**config.mk**
```make
export PLATFORM = sky130hd
export DESIGN_NAME = ccrd_out_buf
export DESIGN_NICKNAME = d
export VERILOG_FILES = /design/src/hdl/ccrd_pkg.sv /design/src/hdl/ccrd_out_buf.sv
export SDC_FILE = /design/constraint.sdc
export NUM_CORES = 1
export LEC_CHECK = 0
export ABC_CLOCK_PERIOD_IN_PS = 5800
export BUFFER_PORTS_ARGS = -buffer_cell sky130_fd_sc_hd__buf_4
export CORE_ASPECT_RATIO = 0.8
export CORE_MARGIN = 1.5
export CORE_UTILIZATION = 45
export CTS_CLUSTER_SIZE = 30
export DETAILED_ROUTE_END_ITERATION = 10
export PLACE_DENSITY = 0.8
export SYNTH_ARGS = -nofsm -noshare
export SYNTH_HDL_FRONTEND = slang
export SYNTH_SLANG_ARGS = --single-unit
```
**constraint.sdc**
```tcl
create_clock -name aclk -period 5.8 [get_ports aclk]
set_input_delay 0.29 -clock aclk [delete_from_list [all_inputs] [get_ports aclk]]
set_output_delay 0.29 -clock aclk [all_outputs]
set_load 0.01 [all_outputs]
```
**src/hdl/ccrd_pkg.sv**
```systemverilog
// ----------------------------------------------------------------------------
// ccrd_pkg
// types and constants of the cumulative cost row dp block
// ----------------------------------------------------------------------------
package ccrd_pkg;

    localparam int PIX_W  = 24;
    localparam int COST_W = 40;
    localparam int RW_W   = 12;

    typedef logic signed [PIX_W-1:0]  pix_t;
    typedef logic signed [COST_W-1:0] cost_t;

    typedef struct packed {
        cost_t cost;
        logic  row_end;
    } result_t;

    localparam cost_t COST_MAX = {1'b0, {(COST_W-1){1'b1}}};
    localparam cost_t COST_MIN = {1'b1, {(COST_W-1){1'b0}}};

    // register indexes
    localparam logic [1:0] CFG_MODE    = 2'd0;
    localparam logic [1:0] CFG_CHANNEL = 2'd1;
    localparam logic [1:0] CFG_WIDTH   = 2'd2;

    // channel codes
    localparam logic [1:0] CH_RED   = 2'd0;
    localparam logic [1:0] CH_GREEN = 2'd1;
    localparam logic [1:0] CH_BLUE  = 2'd2;
    localparam logic [1:0] CH_ALPHA = 2'd3;

    // neighbor selection
    localparam logic MODE_MIN = 1'b0;
    localparam logic MODE_MAX = 1'b1;

    localparam logic [RW_W-1:0] RW_RESET = 12'd2048;

endpackage

```
**src/hdl/ccrd_out_buf.sv**
```systemverilog
// ----------------------------------------------------------------------------
// ccrd_out_buf
// two-entry output register with skid stage
// ----------------------------------------------------------------------------
module ccrd_out_buf (
    input  logic              aclk,
    input  logic              aresetn,
    input  logic              push_valid,
    output logic              push_ready,
    input  ccrd_pkg::result_t push_data,
    output logic              pop_valid,
    input  logic              pop_ready,
    output ccrd_pkg::result_t pop_data
);

    logic              out_valid_reg, out_valid_next;
    logic              skid_valid_reg, skid_valid_next;
    ccrd_pkg::result_t out_data_reg;
    ccrd_pkg::result_t skid_data_reg;
    logic              push;
    logic              pop;

    assign push_ready = !skid_valid_reg;
    assign push       = push_valid && push_ready;
    assign pop        = out_valid_reg && pop_ready;
    assign pop_valid  = out_valid_reg;
    assign pop_data   = out_data_reg;

    always_comb begin
        out_valid_next  = out_valid_reg;
        skid_valid_next = skid_valid_reg;
        if (skid_valid_reg) begin
            if (pop) begin
                skid_valid_next = 1'b0;
            end
        end else if (push) begin
            if (out_valid_reg && !pop) begin
                skid_valid_next = 1'b1;
            end else begin
                out_valid_next = 1'b1;
            end
        end else if (pop) begin
            out_valid_next = 1'b0;
        end
    end

    always_ff @(posedge aclk) begin
        if (!aresetn) begin
            out_valid_reg  <= 1'b0;
            skid_valid_reg <= 1'b0;
        end else begin
            out_valid_reg  <= out_valid_next;
            skid_valid_reg <= skid_valid_next;
        end
    end

    always_ff @(posedge aclk) begin
        if (skid_valid_reg) begin
            if (pop) begin
                out_data_reg <= skid_data_reg;
            end
        end else if (push) begin
            if (out_valid_reg && !pop) begin
                skid_data_reg <= push_data;
            end else begin
                out_data_reg <= push_data;
            end
        end
    end

endmodule

```
======== Yosys cells after proc, flatten, opt, wreduce, memory -nomap -nowiden ========
Cells that the tools add are included.
word-level totals
  flip-flop bits (word level) ............. 84
cells by class
  equality and inequality tests ........... 3
  multiplexer cells ....................... 11
  bitwise gates (word level) .............. 1
  reductions and logical operators ........ 10
operators with widths
  kind                                           count
  two-way mux 41 bit                             4
  AND reduction 3 bit                            3
  two-way mux 1 bit                              7
  != test 2 bit, second input constant           2
  nonzero test 2 bit                             2
  logical AND 1 bit                              3
  logical NOT 1 bit                              2
  != test 2 x 1 -> 1 bit, second input constant  1
  NOT 1 bit                                      1

======== Depth between registers and ports, before layout ========
  word-level depth ........................ 6
  mapped depth ............................ 4

======== Least setup slack after synthesis ========
No wires, ideal clock.
  kind .................................... register to register
  from .................................... register skid_valid_reg
  to ...................................... register out_data_reg (netlist bit pop_data[0]) (enable)
  arrival time ............................ 2.722 ns
  required time ........................... 5.347 ns
  path slack .............................. 2.625 ns
  stages on the path, launching flop included .. 5
  buffers on the path ..................... 2
  path through ............................ dfxtp_1 > buf_6 > buf_12 > mux2i_1 > a21oi_1
on the way
  cells in the longest elaborated chain, start to end .. 4
RTL lines
  element                          RTL line            RTL
  start: declaration               ccrd_out_buf.sv:17  logic skid_valid_reg, skid_valid_next;
  start signal: assignment         ccrd_out_buf.sv:53  skid_valid_reg <= skid_valid_next;
  logical NOT 1 bit                ccrd_out_buf.sv:23  assign push_ready = !skid_valid_reg;
  logical AND 1 bit                ccrd_out_buf.sv:24  assign push = push_valid && push_ready;
  nonzero test 2 bit (no line)     --
  AND reduction 3 bit (no line) *  --
  end signal: assignment           ccrd_out_buf.sv:60  out_data_reg <= skid_data_reg;
  end signal: assignment           ccrd_out_buf.sv:66  out_data_reg <= push_data;
  end: declaration                 ccrd_out_buf.sv:18  ccrd_pkg::result_t out_data_reg;
Every way passes the cells marked *; elsewhere a longest branch is shown, timed or not.
A chain may end at the register's enable or synchronous reset.

======== Final worst setup path ========
  from .................................... register skid_valid_reg
  to ...................................... register out_data_reg (netlist bit pop_data[18]) (enable)
The elaborated chain is that of the path after synthesis.

==> reports/results.tsv <==
stage	metric	value	unit
timing	setup-violations-final	0	
hold_path	hold_depth	1	
power	vdd_drop_max	0.000133	V
yosys	synth_edf_count	82	
placed_design	dp.final_hpwl	3.63	mm
timing	finalSetupTns	0	ns
yosys	synth_most_common_cell	edfxtp_1	
cts	post_cts_buffers	0	
final_layout	postLayoutCellArea	4160	um^2
setup_path	path_buf_inv	2	
global_route	overflow	0	
setup_path	crit_path_cell_trace	buf_4, mux2i_1, a21oi_4, buf_4	
global_route	grt_pass1_wl	8.16	mm
placed_design	dp_worst_setup_slack	3.65	ns
run_status	status	finished, final reports clean	
floorplanning	start_util	46.9	%
drt	totalWireLength	5.35	mm
drt	ant_nets	0	
setup_path	ff2ff_setup_slack	3.68	ns
setup_path	reg2reg_to	pop_data[18]	
global_route	grt_usage	14.2	%
hold_path	hold_class	in -> reg	
timing	relSlewSlack	34.5	%
yosys	ys_seq_area_share	76.7	%
setup_path	worstSetupPathType	reg -> reg	
timing	maxSlewViolCount	0	
setup_path	crit_required	5.79	ns
hold_path	holdPathEnd	skid_data_reg[16]	
timing	rsz0062_at_grt	no	
timing	fin_ws	3.68	ns
placed_design	dp.cells	313	
setup_path	arrival	2.11	ns
drt	route.detailed.drc	0	
final_layout	diodes	0	
yosys	yosys.area.top_type_share	75.5	%
yosys	yosysWarnings	0	
timing	finalHoldViolations	0	
final_layout	syn2layout_area_growth	27.7	%
yosys	synthCells	142	
hold_path	hold_start	push_data[16]	
setup_path	cp-start-kind	register	
yosys	synth_largest_area_cell	edfxtp_1	
cts	hold_buffers	0	
setup_path	path_common_cell	buf_4	
yosys	netlist_top_cells_count	edfxtp_1 (82), mux2_4 (36), mux2_2 (5), buf_12 (4), inv_1 (3)	
timing	clock_skew	0.00685	ns
cts	root_buffer	clkbuf_8	
setup_path	crit_path_max_fanout	45	
drt	wl_per_cell	16.3	um
yosys	syn_avg_cell_area	23.0	um^2
floorplanning	dieArea	7770	um^2
cts	clk_latency	0.34	ns
yosys	ys_types	15	
setup_path	crit_start	skid_valid_reg	
final_layout	drive_above_1_share	60.6	%
cts	cts.clk_slew.worst_paths	0.08	ns
yosys	synth_top_family_by_area	multiplexers	
setup_path	r2r_cells	4	
yosys	synth-compound-area-share	0.691	%
power	p_per_area	313	nW/um^2
cts	postCtsResizedCells	0	
floorplanning	fp.dieH	79.1	um
yosys	synthTopCellsByArea	edfxtp_1 (76%), mux2_4 (17%), buf_12 (2.5%)	
yosys	synthXorXnorAreaFrac	0	%
power	p_leak	1.62	nW
placed_design	placed_cell_area	3960	um^2
floorplanning	pin_count	88	
floorplanning	die_w	98.2	um
setup_path	cp_slowest_cell	buf_4	
yosys	synthFlopType	edfxtp_1	
cts	cts_tree	done	
floorplanning	core_area	6960	um^2
yosys	synthSimpleGateAreaFrac	0.806	%
timing	post-route-period-util	36.6	%
setup_path	cp_slowest_stage_delay	0.58	ns
global_route	grt_max_degree	46	
yosys	yosys-mux-area-fraction	18.6	%
drt	firstDrtPassIters	4	
timing	max_freq	0.472	GHz
drt	avgViaCountPerCell	4.71	
cts	cts_buffers	9	
final_layout	final_cells	328	
cts	clock_sinks	84	
cts	clockBufferDepth	2	
yosys	synth_nets	187	
power	power.total	1.30	mW
timing	tightest_slew	0.982	ns
placed_design	port_buffers	87	
flow_run	cap_viol_max_count	0	
cts	cts_max_level	3	
placed_design	gp_congestion	0.789	
yosys	async_flop_share	0	%
yosys	netlist_area	3260	um^2
setup_path	worst_r2r_startpoint	skid_valid_reg	
global_route	antenna_found_initial	0	
drt	vias	1544	
yosys	ys_ff_latch	84	
global_route	first_global_vias	1567	
final_layout	layout.nets	282	
setup_path	path_delay_family	buffers and inverters	
setup_path	worst_setup_path_end_kind	register	
yosys	synthAdderAreaFrac	0	%
floorplanning	row_count	27	
drt	drt_iter0_markers	84	
timing	min_period	2.12	ns
metrics by stage:
stage | utilization [%] | hold WS (ns)
after floorplan | - | 0.387
after global placement | 56.9 | 0.480
after detailed placement | 56.9 | 0.480
after CTS | 59.8 | 0.115
after global routing | 59.8 | 0.106
final | 59.8 | 0.132
worst max path at each step:
stage	to	slack [ns]	cells after the start
finish	pop_data[18]	3.68	4
global placement	pop_data[16]	3.70	4
floorplan	pop_data[0]	2.62	4
CTS	pop_data[40]	3.65	4
global route	pop_data[11]	3.51	4
detailed placement	pop_data[22]	3.65	4
where the power goes:
part / switching (mW) / leakage [nW] / internal, mW
logic: 0.0635 / 0.730 / 0.0859
registers: 0.0114 / 0.785 / 0.710
clock network: 0.195 / 0.100 / 0.236
total: 0.270 / 1.62 / 1.03
routing by layer:
layer | global-route usage [%] | vias up | part of all wire [%]
met1 | 17.5 | 734 | 43
met5 | 0 | - | 0
met3 | 5.28 | 10 | 6.5
met2 | 22.2 | 57 | 48
li1 | - | 743 | -
met4 | 7.04 | 0 | 2.0
cell usage in the layout, fill, tap and decap left out, drive strengths merged:
cell type	netlist	final
edfxtp	82	82
clkinvlp	0	1
mux2	41	41
o21ai	1	1
a211oi	1	1
dfxtp	2	2
clkinv	0	3
nor2b	1	1
a21oi	2	2
nand3b	1	1
nand2	1	1
buf	5	89
inv	3	3
and4	1	1
mux2i	1	1
clkbuf	0	9
bufinv	0	2
cell families (layout without fill, tap and decap cells):
family / after synthesis / after routing
AO/OA/AOI/OAI: 4 / 4
buffers and inverters: 8 / 107
flip-flops: 84 / 84
multiplexers: 42 / 42
AND/OR/NAND/NOR: 4 / 4
area by class of cell:
type | count | area (um^2)
well taps | 87 | 109
clock inverters | 6 | 80.1
repair buffers | 89 | 668
fillers | 520 | 2800
clock buffers | 9 | 124
inverters | 3 | 11.3
flip-flops and latches | 84 | 2500
multi-input cells | 50 | 668
No activity file was read; power rests on OpenSTA's default activity.
